[config.mk]
export PLATFORM = sky130hd
export DESIGN_NAME = mct3_code_unit
export DESIGN_NICKNAME = d
export VERILOG_FILES = /design/src/design/assert_macros.svh /design/src/design/mct3_pkg.sv /design/src/design/mct3_code_unit.sv
export SDC_FILE = /design/constraint.sdc
export NUM_CORES = 1
export LEC_CHECK = 0
export BUFFER_PORTS_ARGS = -buffer_cell sky130_fd_sc_hd__buf_2
export CORE_MARGIN = 1.5
export CORE_UTILIZATION = 30
export CTS_CLUSTER_SIZE = 10
export DETAILED_ROUTE_END_ITERATION = 10
export SYNTH_ARGS = -nofsm -noshare
export SYNTH_HDL_FRONTEND = slang
export SYNTH_SLANG_ARGS = --single-unit
[constraint.sdc]
create_clock -name i_clk -period 8.7 [get_ports i_clk]
set_clock_uncertainty 0.2 [all_clocks]
set_input_delay 0.87 -clock i_clk [delete_from_list [all_inputs] [get_ports i_clk]]
set_output_delay 0.87 -clock i_clk [all_outputs]
set_load 0.03 [all_outputs]
[src/design/assert_macros.svh]
// assertion macros shared by the census transform rtl
`ifndef ASSERT_MACROS_SVH
`define ASSERT_MACROS_SVH

`ifndef ASSERT_OFF

// property that must hold at every rising clock edge outside reset
`define ASSERT_PROP(lbl, clk, rst_n, prop) \
    lbl: assert property (@(posedge clk) disable iff (!rst_n) prop) \
        else $error("assertion failed");

// expression that must never be true outside reset
`define ASSERT_NEVER(lbl, clk, rst_n, expr) \
    lbl: assert property (@(posedge clk) disable iff (!rst_n) !(expr)) \
        else $error("forbidden condition seen");

`else

`define ASSERT_PROP(lbl, clk, rst_n, prop)
`define ASSERT_NEVER(lbl, clk, rst_n, expr)

`endif

`endif

[src/design/mct3_pkg.sv]
// types and constants of the 3x3 modified census transform
package mct3_pkg;

    localparam int PIX_W      = 8;
    localparam int CODE_W     = 9;
    localparam int POS_W      = 10;
    localparam int CFG_W      = 11;
    localparam int CFG_ADDR_W = 1;
    localparam int SUM_W      = 12;
    localparam int WIN_N      = 9;
    localparam int TDATA_O_W  = 32;
    localparam int MIN_DIM    = 3;

    localparam int DEF_MAX_WIDTH  = 1024;
    localparam int DEF_MAX_HEIGHT = 1024;

    localparam logic [CFG_W-1:0] RST_IMAGE_WIDTH  = 11'd640;
    localparam logic [CFG_W-1:0] RST_IMAGE_HEIGHT = 11'd480;

    typedef enum logic [CFG_ADDR_W-1:0] {
        CFG_IMAGE_WIDTH  = 1'b0,
        CFG_IMAGE_HEIGHT = 1'b1
    } t_cfg_addr;

    typedef logic [PIX_W-1:0] t_pix;

    typedef struct packed {
        logic [POS_W-1:0] row;
        logic [POS_W-1:0] col;
        logic             last;
    } t_meta;

endpackage

[src/design/mct3_code_unit.sv]
// window sum stage, then the compare stage into the output register
module mct3_code_unit
    import mct3_pkg::*;
(
    input  logic              i_clk,
    input  logic              i_rst_n,
    input  logic              i_win_valid,
    input  t_pix              i_win [WIN_N],
    input  t_meta             i_meta,
    input  logic              i_out_ready,
    output logic              o_en,
    output logic              o_valid,
    output logic [CODE_W-1:0] o_code,
    output t_meta             o_meta
);

    logic              r_s1_valid;
    t_pix              r_s1_win [WIN_N];
    logic [SUM_W-1:0]  r_s1_sum;
    t_meta             r_s1_meta;
    logic              r_out_valid;
    logic [CODE_W-1:0] r_out_code;
    t_meta             r_out_meta;

    logic [SUM_W-1:0]  n_sum;
    logic [CODE_W-1:0] n_code;

    // whole pipe moves together when the output register is free
    assign o_en = !r_out_valid || i_out_ready;

    always_comb begin
        n_sum = '0;
        for (int k = 0; k < WIN_N; k++) n_sum = n_sum + SUM_W'(i_win[k]);
    end

    always_comb begin
        logic [SUM_W-1:0] nine_p;
        for (int k = 0; k < WIN_N; k++) begin
            nine_p    = (SUM_W'(r_s1_win[k]) << 3) + SUM_W'(r_s1_win[k]);
            n_code[k] = nine_p > r_s1_sum;
        end
    end

    always_ff @(posedge i_clk) begin
        if (!i_rst_n) begin
            r_s1_valid  <= 1'b0;
            r_out_valid <= 1'b0;
        end else if (o_en) begin
            r_s1_valid  <= i_win_valid;
            r_out_valid <= r_s1_valid;
        end
    end

    always_ff @(posedge i_clk) begin
        if (o_en) begin
            r_s1_win   <= i_win;
            r_s1_sum   <= n_sum;
            r_s1_meta  <= i_meta;
            r_out_code <= n_code;
            r_out_meta <= r_s1_meta;
        end
    end

    assign o_valid = r_out_valid;
    assign o_code  = r_out_code;
    assign o_meta  = r_out_meta;

endmodule

==> results.toml <==
[grt]
gr-total-overflow = 0
grt_pass1_vias = 7339
grt_max_degree = 74
grt_pass1_wl_um = 40400
grt_usage_pct = 15.0
antenna_found_initial = 7

[place]
port_buffers = 128
hpwlAfterDp_um = 20500
finalWeightedCongestion = 0.866
place_ws_ns = 3.46
dp_cells = 1481
postPlaceCellArea_mm2 = 0.0118

[worst_setup_path]
cpMostUsedCell = "fa_1"
cp_slowest_cell = "fa_1"
path_cells = "buf_2 > inv_1 > fa_1 > inv_1 > fa_1 > fa_1 > inv_1 > fa_1 > inv_1 > ha_1 > fa_1 > a21oi_2 > o21ai_1 > and2_1 > o41ai_2 > xnor2_1"
crit_type = "input port to flip-flop"
critPathRequiredTime_ns = 8.69
endpoint_kind = "flip-flop"
startpoint_type = "input port"
cp_max_fo = 2
crit_buf_inv = 5
max_stage_delay_ns = 0.61
crit_arrival_ns = 4.81
critPathTopFamily = "adder cells"

[routing]
wire_per_inst_um = 17.3
wl_um = 26300
drc = 0
drt_iter0_drc = 375
viasPerCell = 4.85
vias = 7361
drtPass1Iterations = 4
ant_nets = 0

[pwr]
p_sw_mw = 1.42
power_frac_comb_pct = 51.0
pwr_density_cell_mw_per_mm2 = 273
leakage_nw = 5.41
p_int_mw = 1.94
peakVddDrop_mv = 0.176
p_seq_share_pct = 27.8
pwr-share-clk_pct = 21.2
switching_share_pct = 42.1

[yosys]
synth_edf_count = 135
netlist_instances = 896
yosysWarnings = 0
synth_area_mm2 = 0.0105
async_reset_ff_share_pct = 0
avgSynthCellArea_um2 = 11.7
ys.flop_type = "edfxtp_1"
synth_cell_types = 41
synth-seq-cells = 137
ys_seq_area_share_pct = 38.9
synthesis.nets = 1222

[clocking]
cts_hold_buffers = 0
cts_tree = "done"
cts.sink_count = 137
clockBufferDepth = 2
clockRootBuffer = "clkbuf_16"
cts_made_buffers = 17
htreeDepth = 4
cts-resized-gates = 0
clk_pin_slew_ns = 0.07
worstSkewPairLatency_ns = 0.45
cts_setup_buffers = 0

[timing]
min_period_ns = 4.81
period_share_pct = 55.3
fin_ws_ns = 3.89
max_freq_mhz = 208
slew_viol_final = 0
slew_headroom_pct = 34.5
finalHoldViolCount = 0
setup_viol = 0
rsz0062_at_grt = "false"
tightest_slew_ns = 0.983
finalSetupTns_ns = 0

[finish]
nets = 1371
fin_util_pct = 35.7
drive_gt1_share_pct = 16.9
layoutNonFillerInstCount = 1517
area_growth_pct = 17.2
postLayoutCellArea_mm2 = 0.0123

[die]
fp.coreArea_mm2 = 0.0345
die_w_um = 190
die-area_mm2 = 0.0362
initial_utilization_pct = 30.5
rows = 68
die_h_um = 190
pin_count = 129

[worst_hold_path]
worstHoldPathType = "flip-flop to flip-flop"

[status]
status = "completed"

[run]
cap_viol_max_count = 0
## cell usage after synthesis (8+ instances only)
cell type,number,share of area [%]
a21oi_1,74,3.5
inv_1,116,4.1
o21bai_1,19,1.4
nand3_1,19,0.90
nand2b_1,19,1.1
ha_1,166,20
nand2_1,38,1.4
nor3b_1,24,1.7
a21o_1,16,1.1
xnor2_1,31,2.6
xor2_1,21,1.7
o21ai_0,8,0.38
nor2_1,29,1.0
nand4_1,29,1.7
edfxtp_1,135,39
a21oi_2,12,1.0
fa_1,63,12
## per-stage QoR
step | power, mW | hold slack, ns
2_1_floorplan | 2.21 | 0.200
3_3_place_gp | 2.61 | 0.200
3_5_place_dp | 2.66 | 0.205
4_1_cts | 3.39 | 0.214
5_1_grt | 3.66 | 0.227
6_report | 3.36 | 0.214
## cell families (layout without fill, tap and decap cells)
group | Yosys count | count (layout) | synth area share, %
AND/OR/NAND/NOR | 185 | 185 | 9.66
AO/OA/AOI/OAI | 176 | 176 | 11.1
XOR/XNOR | 52 | 52 | 4.33
adder cells (fa/ha/maj) | 229 | 229 | 31.7
multiplexers | 1 | 1 | 0.0952
other | 0 | 4 | 0
flip-flops | 137 | 137 | 38.9
buffers and inverters | 116 | 278 | 4.14
## layer usage
metal	vias up	part of all wire, %	global-route usage [%]
met5	-	0.18	0
met4	8	0.78	2.70
met3	20	8.2	5.65
met2	192	46	24.2
met1	3551	44	19.3
li1	3590	-	-
## sequential cells by signal, indices dropped and copies added, names as in the netlist
| register | count |
|---|---|
| o_code | 9 |
| o_meta | 21 |
| o_valid | 1 |
| r_s1_meta | 21 |
| r_s1_sum | 12 |
| r_s1_valid | 1 |
| r_s1_win | 72 |
## layout by cell type, fill, tap and decap left out, types with 4 or more instances in the layout
master and n:
ha_1 166, edfxtp_1 135, buf_2 128, inv_1 116, a21oi_1 74, fa_1 63, nand2_1 38, xnor2_1 31
nor2_1 29, nand4_1 29, nor3b_1 24, xor2_1 21, o21bai_1 19, nand3_1 19, nand2b_1 18, clkbuf_16 17
a21o_1 16, a21oi_2 12, o21ai_0 8, nor4b_1 7, a2111oi_0 7, nor3_1 6, nor2b_1 6, o311ai_0 5
a311o_1 5, a31oi_1 5, o211ai_1 5, a211oi_1 5, inv_6 5, diode_2 4, clkinvlp_4 4
## worst paths after layout
path         slack (ns)  cells past startpoint           end     startpoint
max reg2reg        5.37                     12     o_code[6]   r_s1_win[19]
min                0.21                      0    o_meta[14]  r_s1_meta[14]
min reg2reg        0.21                      0    o_meta[14]  r_s1_meta[14]
max                3.89                     16  r_s1_sum[10]       i_win[2]
## cell type report
cell class	count	area, um^2
fill	3436	22200
multi-input combinational	643	6000
sequential	137	4090
timing repair buffer	130	656
tap	455	569
inverter	116	435
clock buffer	18	429
clock inverter	14	133
antenna	4	10.0
## power by group through the flow
stage / logic, mW / registers, mW / clock network, mW
finish: 1.71 / 0.935 / 0.712
floorplan: 1.21 / 0.996 / 0
detailed placement: 1.71 / 0.949 / 0
global placement: 1.66 / 0.948 / 0
global route: 1.97 / 0.945 / 0.753
CTS: 1.72 / 0.936 / 0.731
(Power assumes the default switching activity.)
