===== src/design/assert_macros.svh =====
// assertion macros shared by the census transform rtl
`ifndef ASSERT_MACROS_SVH
`define ASSERT_MACROS_SVH

`ifndef ASSERT_OFF

// property that must hold at every rising clock edge outside reset
`define ASSERT_PROP(lbl, clk, rst_n, prop) \
    lbl: assert property (@(posedge clk) disable iff (!rst_n) prop) \
        else $error("assertion failed");

// expression that must never be true outside reset
`define ASSERT_NEVER(lbl, clk, rst_n, expr) \
    lbl: assert property (@(posedge clk) disable iff (!rst_n) !(expr)) \
        else $error("forbidden condition seen");

`else

`define ASSERT_PROP(lbl, clk, rst_n, prop)
`define ASSERT_NEVER(lbl, clk, rst_n, expr)

`endif

`endif


===== src/design/mct3_pkg.sv =====
// types and constants of the 3x3 modified census transform
package mct3_pkg;

    localparam int PIX_W      = 8;
    localparam int CODE_W     = 9;
    localparam int POS_W      = 10;
    localparam int CFG_W      = 11;
    localparam int CFG_ADDR_W = 1;
    localparam int SUM_W      = 12;
    localparam int WIN_N      = 9;
    localparam int TDATA_O_W  = 32;
    localparam int MIN_DIM    = 3;

    localparam int DEF_MAX_WIDTH  = 1024;
    localparam int DEF_MAX_HEIGHT = 1024;

    localparam logic [CFG_W-1:0] RST_IMAGE_WIDTH  = 11'd640;
    localparam logic [CFG_W-1:0] RST_IMAGE_HEIGHT = 11'd480;

    typedef enum logic [CFG_ADDR_W-1:0] {
        CFG_IMAGE_WIDTH  = 1'b0,
        CFG_IMAGE_HEIGHT = 1'b1
    } t_cfg_addr;

    typedef logic [PIX_W-1:0] t_pix;

    typedef struct packed {
        logic [POS_W-1:0] row;
        logic [POS_W-1:0] col;
        logic             last;
    } t_meta;

endpackage


===== src/design/mct3_column_cell.sv =====
// one window column (top, middle, bottom pixel), handed on to the next cell
module mct3_column_cell
    import mct3_pkg::*;
(
    input  logic i_clk,
    input  logic i_rst_n,
    input  logic i_en,
    input  t_pix i_col [3],
    output t_pix o_col [3]
);

    t_pix r_col [3];

    always_ff @(posedge i_clk) begin
        if (!i_rst_n) begin
            for (int k = 0; k < 3; k++) r_col[k] <= '0;
        end else if (i_en) begin
            for (int k = 0; k < 3; k++) r_col[k] <= i_col[k];
        end
    end

    assign o_col = r_col;

endmodule


===== config.mk =====
export PLATFORM = sky130hd
export DESIGN_NAME = mct3_column_cell
export DESIGN_NICKNAME = d
export VERILOG_FILES = /design/src/design/assert_macros.svh /design/src/design/mct3_pkg.sv /design/src/design/mct3_column_cell.sv
export SDC_FILE = /design/constraint.sdc
export NUM_CORES = 1
export LEC_CHECK = 0
export CAP_MARGIN = 10
export CORE_UTILIZATION = 58
export CTS_CLUSTER_DIAMETER = 60
export DETAILED_ROUTE_END_ITERATION = 8
export DONT_BUFFER_PORTS = 1
export GPL_TIMING_DRIVEN = 0
export PLACE_DENSITY = 0.78
export SLEW_MARGIN = 20
export SYNTH_ARGS = -nofsm -noshare
export SYNTH_HDL_FRONTEND = slang
export SYNTH_SLANG_ARGS = --single-unit

===== constraint.sdc =====
create_clock -name i_clk -period 0.8 [get_ports i_clk]
set_input_delay 0.08 -clock i_clk [delete_from_list [all_inputs] [get_ports i_clk]]
set_output_delay 0.08 -clock i_clk [all_outputs]
set_load 0.02 [all_outputs]

==> results of run 1 <==
## cell families (layout without fill, tap and decap cells)
group         Yosys count  after routing  synth area share, %
mux                    24             24                 25.8
flops                  24             24                 51.7
simple gates           24             24                 16.2
buf+inv                 5             34                 6.33
## path summary, 6_finish.rpt
| path | end | slack, ps |
|---|---|---|
| worst max register to register | o_col[22] | 60 |
| worst min register to register | o_col[8] | 590 |
| worst min-delay path | o_col[10] | 120 |
| worst max-delay path | o_col[0] | 10 |
## stage by stage
step / setup TNS (ps) / power [uW]
6_report: 0 / 2290
5_1_grt: -177 / 2380
4_1_cts: 0 / 2330
3_5_place_dp: 0 / 1630
3_3_place_gp: 0 / 1620
2_1_floorplan: 0 / 1590
## cell usage in the layout (no fill, tap or decap), drive strengths merged
master       instances
buf                  3
clkbuf               6
dfxtp               24
dlygate4sd3         25
mux2i               24
nor2b               24
## where the power goes
part	internal (uW)	switching (uW)	leakage (uW)
Sequential	1240	134	0.000214
Clock	277	332	0.0000210
Combinational	196	111	0.000315
Total	1710	576	0.000550
## timing repair
action                                 CTS  global route
pin swaps                                0             0
setup endpoints to repair               24            24
endpoints found under the hold margin   24             0
resized for setup                       26            22
hold buffers                            25             0
## final cells by class
cell class	count	area, um^2
buffer	5	58.8
tap	16	20.0
fill	69	180
multi-input combinational	48	390
timing repair buffer	25	250
clock buffer	4	36.3
sequential	24	571
## layer usage
| metal | GRT usage (%) | routed length [um] |
|---|---|---|
| met2 | 43.4 | 1160 |
| met5 | 0 | 0 |
| met4 | 7.50 | 47 |
| met1 | 22.6 | 703 |
| met3 | 5.17 | 105 |
==> impl_metrics.env, run 1 <==
export IMPL_detailed_place_hpwl_mm=1.03
export IMPL_place_area_um2=950
export IMPL_max_slew_margin_pct=80.4
export IMPL_start_util_pct=61.7
export IMPL_place_ws_ps=50.2
export IMPL_worstPathArrival_ps=710
export IMPL_io_buffers=0
export IMPL_synth_edff_count=0
export IMPL_die_x_um=42.0
export IMPL_cts_sinks=24
export IMPL_grt_pass1_vias=681
export IMPL_postSynthCellCount=77
export IMPL_num_rows=14
export IMPL_root_buffer="clkbuf_4"
export IMPL_leakage_uw=0.000550
export IMPL_finalMaxSlewViolations=0
export IMPL_synth_nets=104
export IMPL_fin_crit_sh_pct=98.8
export IMPL_drtIter0Drc=3
export IMPL_max_freq_ghz=1.27
export IMPL_die_y_um=42.0
export IMPL_drc_errors=0
export IMPL_gp_congestion=0.623
export IMPL_cp_depth=0
export IMPL_startpoint="o_col[0]"
export IMPL_synth_seq_area_share_pct=51.7
export IMPL_start_kind="flip-flop"
export IMPL_max_cap_viol_count=0
export IMPL_r2r_start="o_col[22]"
export IMPL_tightest_slew_ps=294
export IMPL_clock_skew_ps=0
export IMPL_fin_cells=122
export IMPL_post_route_min_period_ps=790
export IMPL_cp_end_kind="output port"
export IMPL_viasPerCell=5.30
export IMPL_cp_max_fo=2
export IMPL_synthTopCellsByArea="dfxtp_1 52%, mux2i_1 26%, nor2b_1 16%, buf_12 4.3%, buf_6 1.2%"
export IMPL_synth_top_area_share_pct=51.7
export IMPL_reg2regPathDepth=2
export IMPL_grt_use_total_pct=22.2
export IMPL_peakVddDrop_uv=1560
export IMPL_core_area_mm2=0.00151
export IMPL_yosys_warnings=0
export IMPL_cts_setup_buffers=0
export IMPL_ys_flop_type="dfxtp_1"
export IMPL_drt_pass1_iterations=4
export IMPL_synth_area_um2=930
export IMPL_synth_common_cells="24 x dfxtp_1, 24 x mux2i_1, 24 x nor2b_1"
export IMPL_cts_buffer_depth=2
export IMPL_ant_nets=0
export IMPL_yosysUniqueCellTypes=6
export IMPL_grt_max_degree=14
export IMPL_min_delay_start="i_rst_n"
export IMPL_tritoncts="built"
export IMPL_status="complete, no violations"
export IMPL_synth_seq_cells=24
export IMPL_power_per_cell_area_mw_per_mm2=1730
export IMPL_placedCellCount=93
export IMPL_design_area_mm2=0.00133
export IMPL_hold_violations=0
export IMPL_hold_path_class="in2reg"
export IMPL_syn_to_final_growth_pct=42.7
export IMPL_antenna_found_initial=0
export IMPL_dr_total_vias=646
export IMPL_finalSetupViolCount=0
export IMPL_async_flop_share_pct=0
export IMPL_largest_register_ffs=24
export IMPL_wl_per_cell_um=16.5
export IMPL_synth_avg_cell_area_um2=12.1
export IMPL_drive_above_1_share_pct=29.2
export IMPL_final_util_pct=88.0
export IMPL_clk_pin_slew_ps=130
export IMPL_synth_top_area_cell="dfxtp_1"
export IMPL_numCtsBuffers=3
export IMPL_htree_levels=1
export IMPL_num_io_pins=51
export IMPL_whs_path_depth=2
export IMPL_dieArea_mm2=0.00177
export IMPL_antenna_cells=0
export IMPL_required_ps=720
export IMPL_clock_latency_ps=300
export IMPL_hold_slack_ps=123
export IMPL_grt_pass1_wl_mm=2.97
export IMPL_wirelength_mm=2.01
export IMPL_num_nets_final=134
export IMPL_fin_ws_ps=9.81
export IMPL_global_route_overflow_total=0
export IMPL_path_class="reg2out"
export IMPL_rsz0062_at_grt="true"
Power figures use the tool's default switching activity.
==> run 2: changes to the inputs <==
--- a/config.mk
+++ b/config.mk
@@ -6,12 +6,13 @@
 export NUM_CORES = 1
 export LEC_CHECK = 0
 export CAP_MARGIN = 10
-export CORE_UTILIZATION = 58
+export CORE_UTILIZATION = 60
 export CTS_CLUSTER_DIAMETER = 60
 export DETAILED_ROUTE_END_ITERATION = 8
 export DONT_BUFFER_PORTS = 1
 export GPL_TIMING_DRIVEN = 0
-export PLACE_DENSITY = 0.78
+export PLACE_DENSITY = 0.8
+export REMOVE_ABC_BUFFERS = 1
 export SLEW_MARGIN = 20
 export SYNTH_ARGS = -nofsm -noshare
 export SYNTH_HDL_FRONTEND = slang
==> constraint.sdc (replaced) <==
create_clock -name i_clk -period 0.95 [get_ports i_clk]
set_input_delay 0.095 -clock i_clk [delete_from_list [all_inputs] [get_ports i_clk]]
set_output_delay 0.095 -clock i_clk [all_outputs]
set_load 0.02 [all_outputs]
==> run 2 against run 1 <==
Hold slack got worse by 210 ps. The flow now finishes with violations (hold timing). Routed wire length fell by 35%. Clock skew did not move. Non-clock buffer count fell by 30. Setup slack improved by 66 ps. Sequential cell count did not move. Global-route usage fell by 6.7 points.
==> impl_metrics.env, run 2 (synthesis results as in run 1) <==
export IMPL_core_area_mm2=0.00137
export IMPL_wirelength_mm=1.30
export IMPL_r2r_end="o_col[19]"
export IMPL_dieArea_mm2=0.00171
export IMPL_clock_latency_ps=300
export IMPL_dr_total_vias=504
export IMPL_leakage_uw=0.000409
export IMPL_whs_path_depth=1
export IMPL_clkPwrFrac_pct=35.8
export IMPL_peakVddDrop_uv=1360
export IMPL_power_per_cell_area_mw_per_mm2=2120
export IMPL_die_x_um=41.4
export IMPL_r2r_start="o_col[19]"
export IMPL_comb_power_share_pct=5.3
export IMPL_ant_nets=0
export IMPL_drc_errors=0
export IMPL_failed_checks="hold timing"
export IMPL_detailed_place_hpwl_um=877
export IMPL_startpoint="o_col[6]"
export IMPL_tritoncts="built"
export IMPL_finalMaxSlewViolations=0
export IMPL_drt_pass1_iterations=2
export IMPL_cts_buffer_depth=2
export IMPL_required_ps=850
export IMPL_p_sw_uw=428
export IMPL_r2r_slack_ps=190
export IMPL_max_slew_margin_pct=83.5
export IMPL_hold_path_class="in2reg"
export IMPL_cts_setup_buffers=0
export IMPL_tns_ps=0
export IMPL_start_util_pct=68.0
export IMPL_htree_levels=1
export IMPL_final_cell_mix="24 x mux2i_1, 24 x nor2b_1, 24 x dfxtp_1"
export IMPL_viasPerCell=5.54
export IMPL_place_ws_ps=223
export IMPL_whs_endpoint="o_col[18]"
export IMPL_grt_pass1_wl_mm=1.70
export IMPL_tightest_slew_ps=247
export IMPL_min_delay_start="i_rst_n"
export IMPL_drive_above_1_share_pct=5.26
export IMPL_numCtsBuffers=3
export IMPL_num_nets_final=104
export IMPL_cp_end_kind="output port"
export IMPL_switching_share_pct=21.4
export IMPL_design_area_um2=942
export IMPL_reg2regPathDepth=2
export IMPL_num_rows=13
export IMPL_antenna_found_initial=0
export IMPL_syn_to_final_growth_pct=1.35
export IMPL_antenna_cells=0
export IMPL_place_area_um2=890
export IMPL_path_class="reg2out"
export IMPL_cts_resized=0
export IMPL_status="finished with violations"
export IMPL_largest_register_ffs=24
export IMPL_drtIter0Drc=3
export IMPL_post_route_min_period_ps=874
export IMPL_fin_ws_ps=76.3
export IMPL_worstPathArrival_ps=780
export IMPL_root_buffer="clkbuf_4"
export IMPL_max_cap_viol_count=0
export IMPL_clk_pin_slew_ps=120
export IMPL_grt_max_degree=25
export IMPL_num_io_pins=51
export IMPL_max_freq_ghz=1.14
export IMPL_p_int_uw=1570
export IMPL_hold_violations=24
export IMPL_io_buffers=0
export IMPL_die_y_um=41.4
export IMPL_pwr_share_seq_pct=58.9
export IMPL_grt_pass1_vias=409
export IMPL_cp_max_fo=2
export IMPL_grt_use_total_pct=15.5
export IMPL_rsz0062_at_grt="false"
export IMPL_gp_congestion=0.595
export IMPL_clock_skew_ps=0
export IMPL_finalSetupViolCount=0
export IMPL_global_route_overflow_total=0
export IMPL_start_kind="flip-flop"
export IMPL_hold_slack_ps=-87.2
export IMPL_cts_sinks=24
export IMPL_wl_per_cell_um=14.3
export IMPL_fin_crit_sh_pct=92.0
run 2: cell types whose count changed in the layout (fill, tap and decap cells not counted):
cell	delta
clkbuf_1	-2
dfxtp_1	+24
buf_12	-2
buf_6	-1
dlygate4sd3_1	-25
bufinv_16	+1
clkbuf_8	-1
dfxtp_4	-24
run 2: worst max-delay path by stage:
stage	endpoint	depth (start not counted)
final	o_col[6]	0
after global routing	o_col[4]	0
after CTS	o_col[6]	0
after detailed placement	o_col[23]	2
after global placement	o_col[20]	2
after floorplan	o_col[0]	2
run 2: power by group through the flow:
| stage | combinational, uW | sequential (uW) | clock (uW) |
|---|---|---|---|
| final | 106 | 1180 | 714 |
| after global placement | 104 | 1200 | 0 |
| after detailed placement | 109 | 1200 | 0 |
| after global routing | 120 | 1190 | 777 |
| after CTS | 108 | 1180 | 738 |
| after floorplan | 100 | 1190 | 0 |
run 2: area by class of cell:
class                   instances  area [um^2]
clock inverters                 1         30.0
clock buffers                   3         22.5
well taps                      15         18.8
fillers                       123          424
flip-flops and latches         24          480
multi-input cells              48          390
run 2: layer usage:
metal	wire (um)	track usage [%]	part of all wire (%)	up-vias
li1	-	-	-	250
met1	555	18.8	43	220
met2	575	24.2	44	32
met3	153	4.26	12	2
met4	15	9.68	1.2	0
met5	0	0	0	-
run 2: stage by stage:
step	power, uW	util, %	instances
floorplan	1290	-	72
global placement	1300	65.1	87
detailed placement	1310	65.1	87
CTS	2020	69.0	91
global route	2090	69.0	91
finish	2000	69.0	91
==> run 3: changes to the inputs <==
--- a/config.mk
+++ b/config.mk
@@ -5,12 +5,14 @@
 export SDC_FILE = /design/constraint.sdc
 export NUM_CORES = 1
 export LEC_CHECK = 0
+export ABC_AREA = 1
 export CAP_MARGIN = 10
 export CORE_UTILIZATION = 60
 export CTS_CLUSTER_DIAMETER = 60
 export DETAILED_ROUTE_END_ITERATION = 8
 export DONT_BUFFER_PORTS = 1
 export GPL_TIMING_DRIVEN = 0
+export HOLD_SLACK_MARGIN = 0.1
 export PLACE_DENSITY = 0.8
 export REMOVE_ABC_BUFFERS = 1
 export SLEW_MARGIN = 20
==> constraint.sdc (replaced) <==
create_clock -name i_clk -period 0.95 [get_ports i_clk]
set_input_delay 0.1425 -clock i_clk [delete_from_list [all_inputs] [get_ports i_clk]]
set_output_delay 0.1425 -clock i_clk [all_outputs]
set_load 0.02 [all_outputs]
==> run 3 against run 2 <==
The run still ends with hold timing left. Non-clock buffer count is 17 higher. Total power is 2.7% lower. Clock skew stayed put. Sequential share of layout area is 8.6 points lower. Via count is 72% higher. Clock-buffer cell count is 1 higher. Critical path depth stayed put. Global-route usage is 5.8 points higher. Die area is 5.3% higher. Cell area is 25% higher. Highest routed layer is now met3.
==> impl_metrics.env, run 3 <==
export IMPL_status="finished with violations"
export IMPL_failed_checks="hold timing"
export IMPL_wirelength_mm=1.77
export IMPL_worstPathArrival_ps=780
export IMPL_synth_edff_count=0
export IMPL_cp_end_kind="output port"
export IMPL_finalMaxSlewViolations=0
export IMPL_async_flop_share_pct=0
export IMPL_synthTopCellsByArea="dfxtp_1 49%, nand2_1 18%, nor2_1 18%, inv_1 9.2%, buf_6 2.3%"
export IMPL_grt_pass1_vias=799
export IMPL_largest_register_ffs=24
export IMPL_yosys_warnings=0
export IMPL_die_y_um=42.4
export IMPL_max_slew_margin_pct=67.6
export IMPL_ant_nets=0
export IMPL_hold_path_class="in2reg"
export IMPL_gp_congestion=0.589
export IMPL_cts_buffer_depth=2
export IMPL_tritoncts="built"
export IMPL_antenna_cells=0
export IMPL_synth_avg_cell_area_um2=6.50
export IMPL_grt_max_degree=49
export IMPL_drtIter0Drc=10
export IMPL_io_buffers=0
export IMPL_hold_slack_ps=-25.7
export IMPL_synth_seq_area_share_pct=49.0
export IMPL_drt_pass1_iterations=4
export IMPL_path_class="reg2out"
export IMPL_grt_pass1_wl_mm=3.02
export IMPL_drive_above_1_share_pct=11.5
export IMPL_global_route_overflow_total=0
export IMPL_num_nets_final=193
export IMPL_root_buffer="clkbuf_4"
export IMPL_yosysUniqueCellTypes=7
export IMPL_fill_cells=122
export IMPL_ys_flop_type="dfxtp_1"
export IMPL_hold_violations=20
export IMPL_fin_crit_sh_pct=96.9
export IMPL_max_cap_viol_count=0
export IMPL_detailed_place_hpwl_mm=1.07
export IMPL_synth_seq_cells=24
export IMPL_rsz0062_at_grt="false"
export IMPL_synth_top_area_share_pct=49.0
export IMPL_cts_setup_buffers=0
export IMPL_viasPerCell=4.78
export IMPL_antenna_found_initial=0
export IMPL_cp_max_fo=2
export IMPL_dieArea_mm2=0.00180
export IMPL_max_freq_ghz=1.09
export IMPL_peakVddDrop_uv=1170
export IMPL_required_ps=810
export IMPL_final_cell_mix="48 x nor2_1, 48 x nand2_1, 24 x inv_1"
export IMPL_synth_common_cells="48 x nand2_1, 48 x nor2_1, 24 x dfxtp_1, 24 x inv_1, 4 x buf_2"
export IMPL_clk_pin_slew_ps=130
export IMPL_postSynthCellCount=151
export IMPL_start_util_pct=64.4
export IMPL_synth_area_um2=981
export IMPL_power_per_cell_area_mw_per_mm2=1650
export IMPL_finalSetupViolCount=0
export IMPL_tightest_slew_ps=487
export IMPL_num_io_pins=51
export IMPL_dr_total_vias=865
export IMPL_start_kind="flip-flop"
export IMPL_drc_errors=0
export IMPL_synth_top_area_cell="dfxtp_1"
export IMPL_grt_use_total_pct=21.3
export IMPL_die_x_um=42.4
export IMPL_multi_input_area_um2=360
export IMPL_cts_sinks=24
export IMPL_numCtsBuffers=3
export IMPL_syn_to_final_growth_pct=20.2
export IMPL_clock_skew_ps=0
export IMPL_htree_levels=1
export IMPL_fin_ws_ps=29.8
export IMPL_post_route_min_period_ps=920
export IMPL_clock_latency_ps=300
export IMPL_tns_ps=0
export IMPL_wl_per_cell_um=9.78
export IMPL_core_area_mm2=0.00152
export IMPL_leakage_uw=0.000641
export IMPL_ff_latch_area_um2=499
export IMPL_num_rows=14
export IMPL_place_ws_ps=268
run 3: cell types whose count changed after synthesis, sizes merged:
cell,delta
buf,+4
clkbuf,-2
inv,+24
mux2i,-24
nand2,+48
nor2,+48
nor2b,-24
run 3: layer usage:
metal | part of all wire, % | vias to the layer above | wire, um | global-route usage, %
li1 | - | 454 | - | -
met1 | 44 | 382 | 773 | 23.2
met2 | 50 | 29 | 893 | 40.3
met3 | 5.9 | 0 | 104 | 5.17
met4 | 0 | 0 | 0 | 5.63
met5 | 0 | - | 0 | 0
run 3: logic make-up (layout without fill, tap and decap cells):
family	Yosys count	count (layout)	synth area share (%)
buf+inv	31	45	14.3
simple gates	96	96	36.7
flops	24	24	49.0
run 3: final timing paths:
check,start,endpoint,slack [ps],cells past startpoint
worst min-delay path,i_en,o_col[15],-30,2
worst max register to register,o_col[23],o_col[23],270,2
worst min register to register,o_col[11],o_col[11],530,2
worst max-delay path,o_col[20],o_col[20],30,0
run 3: layout make-up:
cell class | count | share of cell area, %
clock buffers | 4 | 3.08
inverters | 24 | 7.64
multi-input cells | 96 | 30.6
flip-flops and latches | 24 | 42.4
well taps | 16 | 1.70
repair buffers | 17 | 14.6
run 3: metrics by stage:
step / power, uW / cell area (um^2) / util (%) / instances
finish: 1940 / 1180 / 77.3 / 181
detailed placement: 1370 / 951 / 62.4 / 160
global route: 2040 / 1180 / 77.3 / 181
CTS: 1940 / 1140 / 74.6 / 179
floorplan: 1340 / 931 / - / 144
global placement: 1350 / 951 / 62.4 / 160
run 3: power breakdown:
group	switching, uW	internal (uW)
registers	130	1090
clock network	286	234
logic	88.2	118
total	504	1440
run 3: timing repair:
action,4_1_cts,5_1_grt
gates resized for setup,0,16
hold endpoints to repair,24,24
hold buffers,15,2
endpoints found under the setup margin,0,22
